[src/hw/rtl/assert_macros.svh]
// ----------------------------------------------------------------------------
// Assertion macros
// Concurrent checks clocked on clk_i, with and without the reset qualifier.
// ----------------------------------------------------------------------------
`ifndef ASSERT_MACROS_SVH
`define ASSERT_MACROS_SVH

`ifndef NO_ASSERTIONS
// Check on every rising edge while out of reset.
`define ASSERT_P(lbl, prop, msg) \
  lbl: assert property (@(posedge clk_i) disable iff (!rst_ni) (prop)) else $error(msg);
// Check on every rising edge, reset included.
`define ASSERT_NR(lbl, prop, msg) \
  lbl: assert property (@(posedge clk_i) (prop)) else $error(msg);
`else
`define ASSERT_P(lbl, prop, msg)
`define ASSERT_NR(lbl, prop, msg)
`endif

`endif

[src/hw/rtl/izt_pkg.sv]
// ----------------------------------------------------------------------------
// izt_pkg
// Shared types and constants of the irrigation zone timer controller.
// ----------------------------------------------------------------------------
`timescale 1ns / 1ps

package izt_pkg;

  localparam int unsigned NUM_SCHED   = 5;
  localparam int unsigned NUM_ZONES   = 4;
  localparam int unsigned SCHED_IDX_W = $clog2(NUM_SCHED);
  localparam int unsigned CFG_ADDR_W  = $clog2(NUM_SCHED + 1);
  localparam int unsigned CFG_DATA_W  = 31;

  // Configuration register indexes
  localparam logic [CFG_ADDR_W-1:0] REG_DEFAULT_MIN = CFG_ADDR_W'(NUM_SCHED);

  // Operation codes
  localparam logic [2:0] OP_TICK   = 3'd0;
  localparam logic [2:0] OP_SCHED  = 3'd1;
  localparam logic [2:0] OP_MANUAL = 3'd2;
  localparam logic [2:0] OP_KEY    = 3'd3;
  localparam logic [2:0] OP_STOP   = 3'd4;

  // Alert codes
  localparam logic [1:0] ALERT_NONE   = 2'd0;
  localparam logic [1:0] ALERT_PEST   = 2'd1;
  localparam logic [1:0] ALERT_BIO    = 2'd2;
  localparam logic [1:0] ALERT_ACTIVE = 2'd3;

  localparam logic [13:0] SEC_PER_MIN = 14'd60;
  localparam logic [5:0]  SEC_RELOAD  = 6'd59;
  localparam logic [7:0]  DEFAULT_MIN_RST = 8'd10;

  typedef enum logic [2:0] {
    ST_IDLE,
    ST_EXEC,
    ST_TICK_END,
    ST_SCHED,
    ST_DONE
  } izt_state_e;

  typedef enum logic [3:0] {
    ACT_NONE,
    ACT_LOAD,
    ACT_TICK,
    ACT_TICK_END,
    ACT_SCHED,
    ACT_MANUAL,
    ACT_KEY,
    ACT_STOP,
    ACT_OUT
  } izt_act_e;

  typedef struct packed {
    izt_act_e               act;
    logic [SCHED_IDX_W-1:0] sched_idx;
  } izt_cmd_t;

  typedef struct packed {
    logic [2:0] op;
  } izt_status_t;

  typedef struct packed {
    logic       biopest_busy;
    logic       pesticide_busy;
    logic [5:0] minute_now;
    logic [4:0] hour_now;
    logic [2:0] weekday;
    logic [7:0] duration_minutes;
    logic [2:0] zone;
  } izt_item_t;

  typedef struct packed {
    logic [1:0]           alert;
    logic [5:0]           seconds_left;
    logic [7:0]           minutes_left;
    logic                 pump_on;
    logic [NUM_ZONES-1:0] valve_mask;
    logic                 watering_on;
  } izt_result_t;

endpackage

[src/hw/rtl/izt_ctrl.sv]
// ----------------------------------------------------------------------------
// izt_ctrl
// Sequencer: accepts an item, steps the datapath through it, hands off result.
// ----------------------------------------------------------------------------
`timescale 1ns / 1ps
`include "assert_macros.svh"

module izt_ctrl (
  input  logic                clk_i,
  input  logic                rst_ni,
  input  logic                in_valid_i,
  output logic                in_ready_o,
  output logic                out_valid_o,
  input  logic                out_ready_i,
  input  izt_pkg::izt_status_t status_i,
  output izt_pkg::izt_cmd_t    cmd_o
);
  import izt_pkg::*;

  localparam logic [SCHED_IDX_W-1:0] LAST_IDX = SCHED_IDX_W'(NUM_SCHED - 1);

  izt_state_e             state_q, state_d;
  logic [SCHED_IDX_W-1:0] idx_q, idx_d;
  logic                   out_valid_q, out_valid_d;
  logic                   out_free;

  assign out_free = !out_valid_q || out_ready_i;

  always_comb begin
    state_d = state_q;
    unique case (state_q)
      ST_IDLE: begin
        if (in_valid_i) state_d = ST_EXEC;
      end
      ST_EXEC: begin
        unique case (status_i.op)
          OP_TICK:  state_d = ST_TICK_END;
          OP_SCHED: state_d = ST_SCHED;
          default:  state_d = ST_DONE;
        endcase
      end
      ST_TICK_END: state_d = ST_DONE;
      ST_SCHED: begin
        if (idx_q == LAST_IDX) state_d = ST_DONE;
      end
      ST_DONE: begin
        if (out_free) state_d = ST_IDLE;
      end
      default: state_d = ST_IDLE;
    endcase
  end

  always_comb begin
    cmd_o.act       = ACT_NONE;
    cmd_o.sched_idx = idx_q;
    in_ready_o      = 1'b0;
    idx_d           = idx_q;
    unique case (state_q)
      ST_IDLE: begin
        in_ready_o = 1'b1;
        if (in_valid_i) cmd_o.act = ACT_LOAD;
      end
      ST_EXEC: begin
        idx_d = '0;
        unique case (status_i.op)
          OP_TICK:   cmd_o.act = ACT_TICK;
          OP_MANUAL: cmd_o.act = ACT_MANUAL;
          OP_KEY:    cmd_o.act = ACT_KEY;
          OP_STOP:   cmd_o.act = ACT_STOP;
          default:   cmd_o.act = ACT_NONE;
        endcase
      end
      ST_TICK_END: cmd_o.act = ACT_TICK_END;
      ST_SCHED: begin
        cmd_o.act = ACT_SCHED;
        idx_d     = idx_q + 1'b1;
      end
      ST_DONE: begin
        if (out_free) cmd_o.act = ACT_OUT;
      end
      default: cmd_o.act = ACT_NONE;
    endcase
  end

  always_comb begin
    out_valid_d = out_valid_q;
    if (out_valid_q && out_ready_i) out_valid_d = 1'b0;
    if (cmd_o.act == ACT_OUT) out_valid_d = 1'b1;
  end

  assign out_valid_o = out_valid_q;

  always_ff @(posedge clk_i or negedge rst_ni) begin
    if (!rst_ni) begin
      state_q     <= ST_IDLE;
      idx_q       <= '0;
      out_valid_q <= 1'b0;
    end else begin
      state_q     <= state_d;
      idx_q       <= idx_d;
      out_valid_q <= out_valid_d;
    end
  end

  `ASSERT_NR(a_rst_idle, !rst_ni |=> (state_q == ST_IDLE && !out_valid_q), "not idle in reset")
  `ASSERT_P(a_accept_exec, in_valid_i && in_ready_o |=> state_q == ST_EXEC, "accept lost")
  `ASSERT_P(a_idx_range, state_q == ST_SCHED |-> idx_q <= LAST_IDX, "schedule index overrun")
  `ASSERT_P(a_out_free, cmd_o.act == ACT_OUT |-> (!out_valid_q || out_ready_i), "result overwrite")

endmodule

[src/hw/rtl/izt_datapath.sv]
// ----------------------------------------------------------------------------
// izt_datapath
// Run state, schedule registers, countdown and result register.
// ----------------------------------------------------------------------------
`timescale 1ns / 1ps
`include "assert_macros.svh"

module izt_datapath (
  input  logic                                clk_i,
  input  logic                                rst_ni,
  input  logic                                cfg_we_i,
  input  logic [izt_pkg::CFG_ADDR_W-1:0]      cfg_addr_i,
  input  logic [izt_pkg::CFG_DATA_W-1:0]      cfg_wdata_i,
  input  logic [2:0]                          op_i,
  input  izt_pkg::izt_item_t                  item_i,
  input  izt_pkg::izt_cmd_t                   cmd_i,
  output izt_pkg::izt_status_t                status_o,
  output izt_pkg::izt_result_t                result_o
);
  import izt_pkg::*;

  typedef struct packed {
    logic [7:0] mins;
    logic [5:0] secs;
  } izt_count_t;

  localparam logic [NUM_ZONES-1:0] ALL_ZONES = '1;

  // Decrement seconds while both fields are nonzero; roll into minutes.
  function automatic izt_count_t count_step(izt_count_t c);
    izt_count_t r;
    logic [5:0] s;
    r = c;
    s = c.secs - 6'd1;
    if (c.secs != '0 && c.mins != '0) begin
      if (s == '0) begin
        r.mins = c.mins - 8'd1;
        r.secs = SEC_RELOAD;
      end else begin
        r.secs = s;
      end
    end
    return r;
  endfunction

  function automatic logic [NUM_ZONES-1:0] zone_bits(logic [2:0] z);
    logic [NUM_ZONES-1:0] m;
    m = '0;
    if (z == '0) begin
      m = ALL_ZONES;
    end else if (32'(z) <= NUM_ZONES) begin
      m = NUM_ZONES'(1) << (z - 3'd1);
    end
    return m;
  endfunction

  logic [CFG_DATA_W-1:0] sched_q [NUM_SCHED];
  logic [7:0]            default_min_q;

  logic [2:0]            op_q;
  izt_item_t             item_q;
  izt_result_t           out_q;

  logic                  active_q, active_d;
  logic [NUM_ZONES-1:0]  valves_q, valves_d;
  logic                  pump_q, pump_d;
  logic [13:0]           elapsed_q, elapsed_d;
  logic [7:0]            run_min_q, run_min_d;
  izt_count_t            cnt_q, cnt_d;
  logic [1:0]            alert_q, alert_d;

  logic [13:0]           run_limit;
  logic [CFG_DATA_W-1:0] sched_r;
  logic [7:0]            day_mask;
  logic                  sched_hit;
  logic                  pest_busy, bio_busy;
  logic [1:0]            refuse;
  logic [NUM_ZONES-1:0]  zb;
  logic [NUM_ZONES-1:0]  stop_valves;
  logic [7:0]            start_min;

  assign run_limit = {6'd0, run_min_q} * SEC_PER_MIN;

  assign sched_r   = sched_q[cmd_i.sched_idx];
  assign day_mask  = {1'b0, sched_r[7:1]};
  assign sched_hit = sched_r[0] && day_mask[item_q.weekday]
                     && (sched_r[12:8] == item_q.hour_now)
                     && (sched_r[18:13] == item_q.minute_now);

  assign pest_busy = item_q.pesticide_busy;
  assign bio_busy  = item_q.biopest_busy;
  assign zb        = zone_bits(item_q.zone);
  assign stop_valves = valves_q & ~zb;

  always_comb begin
    if (pest_busy)     refuse = ALERT_PEST;
    else if (bio_busy) refuse = ALERT_BIO;
    else if (active_q) refuse = ALERT_ACTIVE;
    else               refuse = ALERT_NONE;
  end

  always_comb begin
    active_d  = active_q;
    valves_d  = valves_q;
    pump_d    = pump_q;
    elapsed_d = elapsed_q;
    run_min_d = run_min_q;
    cnt_d     = cnt_q;
    alert_d   = alert_q;
    start_min = '0;
    unique case (cmd_i.act)
      ACT_LOAD: alert_d = ALERT_NONE;
      ACT_TICK: begin
        if (active_q) begin
          cnt_d     = count_step(cnt_q);
          elapsed_d = elapsed_q + 14'd1;
        end
      end
      ACT_TICK_END: begin
        if (active_q && elapsed_q >= run_limit) begin
          elapsed_d = '0;
          active_d  = 1'b0;
          pump_d    = 1'b0;
          valves_d  = '0;
        end
      end
      ACT_SCHED: begin
        if (sched_hit) begin
          valves_d  = sched_r[19 +: NUM_ZONES] & ALL_ZONES;
          run_min_d = sched_r[30:23];
          if (!active_q && !pest_busy && !bio_busy) begin
            active_d   = 1'b1;
            pump_d     = 1'b1;
            elapsed_d  = '0;
            cnt_d.mins = sched_r[30:23] - 8'd1;
            cnt_d.secs = SEC_RELOAD;
          end
        end
      end
      ACT_MANUAL: begin
        alert_d = refuse;
        if (refuse == ALERT_ACTIVE) begin
          valves_d = valves_q | zb;
        end else if (refuse == ALERT_NONE) begin
          active_d   = 1'b1;
          pump_d     = 1'b1;
          elapsed_d  = '0;
          run_min_d  = item_q.duration_minutes;
          cnt_d.mins = item_q.duration_minutes - 8'd1;
          cnt_d.secs = SEC_RELOAD;
          valves_d   = valves_q | zb;
        end
      end
      ACT_KEY: begin
        alert_d = refuse;
        if (refuse == ALERT_NONE) begin
          start_min = default_min_q - 8'd1;
          active_d  = 1'b1;
          pump_d    = 1'b1;
          elapsed_d = '0;
          run_min_d = default_min_q;
          cnt_d     = count_step(izt_count_t'{mins: start_min, secs: SEC_RELOAD});
        end
      end
      ACT_STOP: begin
        elapsed_d = '0;
        if (item_q.zone == '0) begin
          valves_d = '0;
          active_d = 1'b0;
          pump_d   = 1'b0;
        end else if (32'(item_q.zone) <= NUM_ZONES) begin
          valves_d = stop_valves;
          if (stop_valves == '0) begin
            active_d = 1'b0;
            pump_d   = 1'b0;
          end
        end
      end
      default: ;
    endcase
  end

  // Configuration registers
  always_ff @(posedge clk_i or negedge rst_ni) begin
    if (!rst_ni) begin
      for (int i = 0; i < NUM_SCHED; i++) sched_q[i] <= '0;
      default_min_q <= DEFAULT_MIN_RST;
    end else if (cfg_we_i) begin
      if (32'(cfg_addr_i) < NUM_SCHED) begin
        sched_q[cfg_addr_i[SCHED_IDX_W-1:0]] <= cfg_wdata_i;
      end else if (cfg_addr_i == REG_DEFAULT_MIN) begin
        default_min_q <= cfg_wdata_i[7:0];
      end
    end
  end

  // Run state
  always_ff @(posedge clk_i or negedge rst_ni) begin
    if (!rst_ni) begin
      active_q  <= 1'b0;
      valves_q  <= '0;
      pump_q    <= 1'b0;
      elapsed_q <= '0;
      run_min_q <= '0;
      cnt_q     <= '0;
      alert_q   <= ALERT_NONE;
    end else begin
      active_q  <= active_d;
      valves_q  <= valves_d;
      pump_q    <= pump_d;
      elapsed_q <= elapsed_d;
      run_min_q <= run_min_d;
      cnt_q     <= cnt_d;
      alert_q   <= alert_d;
    end
  end

  // Item and result payload
  always_ff @(posedge clk_i) begin
    if (cmd_i.act == ACT_LOAD) begin
      op_q   <= op_i;
      item_q <= item_i;
    end
    if (cmd_i.act == ACT_OUT) begin
      out_q.watering_on  <= active_q;
      out_q.valve_mask   <= valves_q;
      out_q.pump_on      <= pump_q;
      out_q.minutes_left <= cnt_q.mins;
      out_q.seconds_left <= cnt_q.secs;
      out_q.alert        <= alert_q;
    end
  end

  assign status_o.op = op_q;
  assign result_o    = out_q;

  `ASSERT_P(a_pump_follows, pump_q == active_q, "pump and run state disagree")
  `ASSERT_P(a_sec_range, cnt_q.secs <= SEC_RELOAD, "seconds field out of range")
  `ASSERT_P(a_run_end, cmd_i.act == ACT_TICK_END && active_q && elapsed_q >= run_limit |=> !active_q && valves_q == '0, "run did not end")

endmodule

[src/hw/rtl/irrigation_zone_timer_controller.sv]
// ----------------------------------------------------------------------------
// irrigation_zone_timer_controller
// Four-zone watering controller with pump, run timer and schedules.
// ----------------------------------------------------------------------------
//   channel   dir  handshake                   payload
//   s_axis    in   s_axis_tvalid/s_axis_tready tuser: operation; tdata: item
//   m_axis    out  m_axis_tvalid/m_axis_tready tdata: status
//   cfg       in   cfg_we_i (no wait)          cfg_addr_i, cfg_wdata_i
//
// Per item the sequencer steps from idle through exec to done: manual start,
// key start, stop and unused codes go straight to done; a tick adds the
// end-of-run compare after the count; a schedule check visits the five schedule
// registers, one per cycle. The result loads as the sequencer returns to idle,
// where the next item is taken; a stalled m_axis holds the sequencer in its final state.
// Reset clears run state, schedules (to 0) and default minutes (to 10).
// ----------------------------------------------------------------------------
`timescale 1ns / 1ps

module irrigation_zone_timer_controller (
  input  logic                               clk_i,
  input  logic                               rst_ni,
  // Input item channel
  input  logic                               s_axis_tvalid,
  output logic                               s_axis_tready,
  // tuser: operation[2:0]
  input  logic [2:0]                         s_axis_tuser,
  // tdata: zone[2:0], duration_minutes[10:3], weekday[13:11], hour_now[18:14],
  //        minute_now[24:19], pesticide_busy[25], biopest_busy[26], zero[31:27]
  input  logic [31:0]                        s_axis_tdata,
  // Result channel
  output logic                               m_axis_tvalid,
  input  logic                               m_axis_tready,
  // tdata: watering_on[0], valve_mask[4:1], pump_on[5], minutes_left[13:6],
  //        seconds_left[19:14], alert[21:20], zero[23:22]
  output logic [23:0]                        m_axis_tdata,
  // Configuration writes
  input  logic                               cfg_we_i,
  input  logic [izt_pkg::CFG_ADDR_W-1:0]     cfg_addr_i,
  input  logic [izt_pkg::CFG_DATA_W-1:0]     cfg_wdata_i
);
  import izt_pkg::*;

  izt_cmd_t    cmd;
  izt_status_t status;
  izt_result_t result;
  izt_item_t   item;

  // Unpack the item; the top pad bits of tdata carry nothing.
  assign item = izt_item_t'(s_axis_tdata[$bits(izt_item_t)-1:0]);

  izt_ctrl u_ctrl (
    .clk_i       (clk_i),
    .rst_ni      (rst_ni),
    .in_valid_i  (s_axis_tvalid),
    .in_ready_o  (s_axis_tready),
    .out_valid_o (m_axis_tvalid),
    .out_ready_i (m_axis_tready),
    .status_i    (status),
    .cmd_o       (cmd)
  );

  izt_datapath u_datapath (
    .clk_i       (clk_i),
    .rst_ni      (rst_ni),
    .cfg_we_i    (cfg_we_i),
    .cfg_addr_i  (cfg_addr_i),
    .cfg_wdata_i (cfg_wdata_i),
    .op_i        (s_axis_tuser),
    .item_i      (item),
    .cmd_i       (cmd),
    .status_o    (status),
    .result_o    (result)
  );

  // Pad the status to whole bytes.
  assign m_axis_tdata = {(24 - $bits(izt_result_t))'(0), result};

endmodule

[config.mk]
export PLATFORM = sky130hd
export DESIGN_NAME = irrigation_zone_timer_controller
export DESIGN_NICKNAME = d
export VERILOG_FILES = /design/src/hw/rtl/izt_pkg.sv /design/src/hw/rtl/izt_ctrl.sv /design/src/hw/rtl/izt_datapath.sv /design/src/hw/rtl/irrigation_zone_timer_controller.sv
export VERILOG_INCLUDE_DIRS = /design/src /design/src/hw/rtl
export SDC_FILE = /design/constraint.sdc
export NUM_CORES = 1
export LEC_CHECK = 0
export ABC_AREA = 1
export BUFFER_PORTS_ARGS = -buffer_cell sky130_fd_sc_hd__buf_2
export CORE_AREA = 2 2 166 168
export CTS_CLUSTER_DIAMETER = 100
export CTS_CLUSTER_SIZE = 24
export DETAILED_ROUTE_END_ITERATION = 8
export DIE_AREA = 0 0 168 170
export GPL_TIMING_DRIVEN = 1
export PLACE_DENSITY = 0.76
export SLEW_MARGIN = 15
export SYNTH_ARGS = -nofsm -noshare
export SYNTH_HDL_FRONTEND = slang
export SYNTH_SLANG_ARGS = --single-unit
[constraint.sdc]
create_clock -name clk_i -period 4.8 [get_ports clk_i]
set_input_delay 0.72 -clock clk_i [delete_from_list [all_inputs] [get_ports clk_i]]
set_output_delay 0.72 -clock clk_i [all_outputs]
set_load 0.005 [all_outputs]
==> results.cfg <==
[floorplanning]
rows = 60
floorplan.core_area_um2 = 26700
floorplan.initialDensity_pct = 52.3
die_w_um = 168
die_area_um2 = 28600
io_pins = 100
chipHeight_um = 170

[cts]
ctsRootBufferMaster = sky130_fd_sc_hd__clkbuf_16
postCtsHoldBufs = 0
clk_latency_ns = 0.51
cts_tree = yes
clkSinkCount = 266
cts_made_buffers = 15
clockBufferDepth = 3
cts.reportedPaths.clkPinSlew_ns = 0.10
cts_htree_levels = 1

[global_routing]
grt_overflow_total = 0
grt_pass1_wl_um = 55900
global_route.peak_usage_layer = met2
global_route.usage.total_pct = 23.9
grt_start_max_net_pins = 107
grt_pass1_vias = 11373
met1_usage_pct = 32.0
antenna_found_initial = 0
grt_util_met3_pct = 3.98
grt_use_met2_pct = 40.5

[worst_setup_path]
timing.setup.critical_path_class = flop to flop
critical_path_s_most_frequent_cell = sky130_fd_sc_hd__nand2_2
reg2reg_to = u_datapath.elapsed_q[10]$_DFFE_PN0P_
cpPeakStageDelay_ns = 0.53
crit_family = adder cells
cp-end-kind = flop
crit_reg_reg_startpoint = u_datapath.run_min_q[1]$_DFFE_PN0P_
largest_fanout_on_the_critical_path = 7
timing.critical_path.required_ns = 5.19
path_buf_inv = 3
reg2reg_setup_slack_ns = 0.09
cpMaxStageDelayCell = sky130_fd_sc_hd__fa_1
cp.arrival_ns = 5.09
worst_setup_start_kind = flop
reg2regPathDepth = 26

[detailed_routing]
drt_drc_violations_left = 0
dr.pass1.iters = 5
route.detailed.wl_per_inst_um = 16.1
post_drt_via_cell_ratio = 5.57
detailroute.via_count = 11894
routed_wl_um = 34300
detailedRoute.firstIterationViolations = 1018
ant_nets = 0

[placed_design]
post_dp_cell_area_um2 = 14700
gp_routability_congestion = 0.953
dp_hpwl_um = 22600
pre_cts_slack_ns = 0.0165
port-buffer-count = 92
dpl.cell_count = 2104

[timing]
tightestPinTransition_ns = 1.12
fmaxAchievable_mhz = 213
slew_violations = 0
max_slew_margin_pct = 24.8
finClkSkew_ns = 0.0267
timing.final.crit_period_ns = 4.71
final_hold_viol_count = 0
rsz0062_at_grt = yes
setup_slack_ns = 0.0947
setup-tns-final_ns = 0
final.period_utilization_pct = 98.0
finalSetupViolCount = 0
holdWs_ns = 0.305

[pwr]
leakagePower_nw = 7.56
power.density_cell_area_nw_per_um2 = 660
worst_case_vdd_ir_drop_mv = 0.542
power_mw = 10.2

[layout]
final_cell_area_um2 = 15400
stdcell_count = 2136
finish.utilization_pct = 57.8
layout_common_cells = sky130_fd_sc_hd__nand2_1, sky130_fd_sc_hd__dfrtp_1, sky130_fd_sc_hd__o21ai_0, sky130_fd_sc_hd__inv_1, sky130_fd_sc_hd__nand3_1
post_route_cells_drive_above_1_share_pct = 11.5
layout.cells.most_common = sky130_fd_sc_hd__nand2_1
design.final.nets = 1913
fill_cells = 2399
insertedDiodeCount = 0
area_delta_synth_final_pct = 10.4

[logic_synthesis]
syn_avg_cell_area_um2 = 8.12
syn_area_um2 = 14000
synth.yosys.seq_area_share_pct = 49.6
ys_top_cells_by_area = sky130_fd_sc_hd__dfrtp_1, sky130_fd_sc_hd__nand2_1, sky130_fd_sc_hd__edfxtp_1
netlist.area_leader.share_pct = 38.0
yosysTopAreaCell = sky130_fd_sc_hd__dfrtp_1
postSynthCellCount = 1719
postSynth.asyncResetShare_pct = 80.5
synth_edf_count = 52
synth.yosys.warnings = 0
netlist-cell-type-count = 50
postSynthRegisterBits = 266
postSynth.topFlopCell = sky130_fd_sc_hd__dfrtp_1

[hold_path]
timing.hold.worst.class = input pin to async pin

[status]
status = complete, no violations

[job]
maxCapViolCount = 0
[metal layers]
| metal | wire length, um | vias to the layer above |
|---|---|---|
| met5 | 0 | - |
| met4 | 935 | 0 |
| met3 | 2420 | 68 |
| met2 | 16400 | 412 |
| met1 | 14500 | 5686 |
| li1 | - | 5728 |
[cells in the mapped netlist (all sizes together), types with 2 or more instances]
cell / count
nand3: 157
a21boi: 3
buf: 32
nand2: 514
nor2: 122
o311ai: 2
nand3b: 4
a22oi: 3
or2: 3
dfstp: 2
a21oi: 49
xnor2: 9
o22ai: 4
xor2: 19
edfxtp: 52
o31ai: 4
clkbuf: 42
o21ai: 215
nor3: 14
nand4: 15
dfrtp: 212
inv: 170
o211ai: 3
fa: 13
ha: 39
a31oi: 6
[logic make-up after synthesis]
logic type | synth area share [%]
fa+ha+maj | 5.36
simple gates | 24.8
buf+inv | 7.14
compound gates | 11.2
other cells | 0.0269
flops | 49.6
mux | 0.0718
xor+xnor | 1.76
[power by group]
| group | internal [mW] | leakage (nW) | switching, mW |
|---|---|---|---|
| registers | 2.86 | 3.18 | 0.354 |
| logic | 2.17 | 4.16 | 3.38 |
| clock network | 0.651 | 0.225 | 0.758 |
| total | 5.68 | 7.56 | 4.50 |
[state kept, by name, indices dropped and copies added, names as in the netlist, 2 cells and up]
| name | count |
|---|---|
| u_datapath.default_min_q | 8 |
| u_datapath.valves_q | 4 |
| u_datapath.cnt_q | 14 |
| u_datapath.result_o | 22 |
| u_datapath.item_q | 25 |
| u_datapath.alert_q | 2 |
| u_datapath.elapsed_q | 14 |
| u_ctrl.idx_q | 3 |
| u_ctrl.state_q | 3 |
| u_datapath.sched_q | 155 |
| u_datapath.status_o | 3 |
| u_datapath.run_min_q | 8 |
[repair_timing]
item | CTS | global route
cloned | 0 | 1
gates resized for setup | 2 | 45
pin swaps | 0 | 25
setup endpoints to repair | 4 | 20
buffers inserted | 0 | 6
[final cells by class]
class / instances / area [um^2] / share of cell area (%)
Clock buffer: 20 / 394 / 2.56
Tap cell: 341 / 427 / 2.77
Clock inverter: 5 / 62.6 / 0.406
Multi-Input combinational cell: 1211 / 6250 / 40.6
Timing Repair Buffer: 123 / 717 / 4.65
Inverter: 170 / 638 / 4.14
Sequential cell: 266 / 6920 / 44.9
[worst max-delay path by stage]
stage                                         from                                    to  slack, ns  cells after the start
6_report       u_datapath.run_min_q[1]$_DFFE_PN0P_  u_datapath.elapsed_q[10]$_DFFE_PN0P_       0.09                     26
5_1_grt        u_datapath.run_min_q[3]$_DFFE_PN0P_  u_datapath.elapsed_q[10]$_DFFE_PN0P_      -0.15                     27
4_1_cts        u_datapath.run_min_q[3]$_DFFE_PN0P_   u_datapath.elapsed_q[2]$_DFFE_PN0P_       0.01                     28
3_5_place_dp   u_datapath.run_min_q[3]$_DFFE_PN0P_   u_datapath.elapsed_q[6]$_DFFE_PN0P_       0.02                     28
3_3_place_gp   u_datapath.run_min_q[3]$_DFFE_PN0P_   u_datapath.elapsed_q[2]$_DFFE_PN0P_       0.21                     28
2_1_floorplan  u_datapath.run_min_q[3]$_DFFE_PN0P_   u_datapath.elapsed_q[3]$_DFFE_PN0P_       0.36                     29
Power figures use the tool's default switching activity.
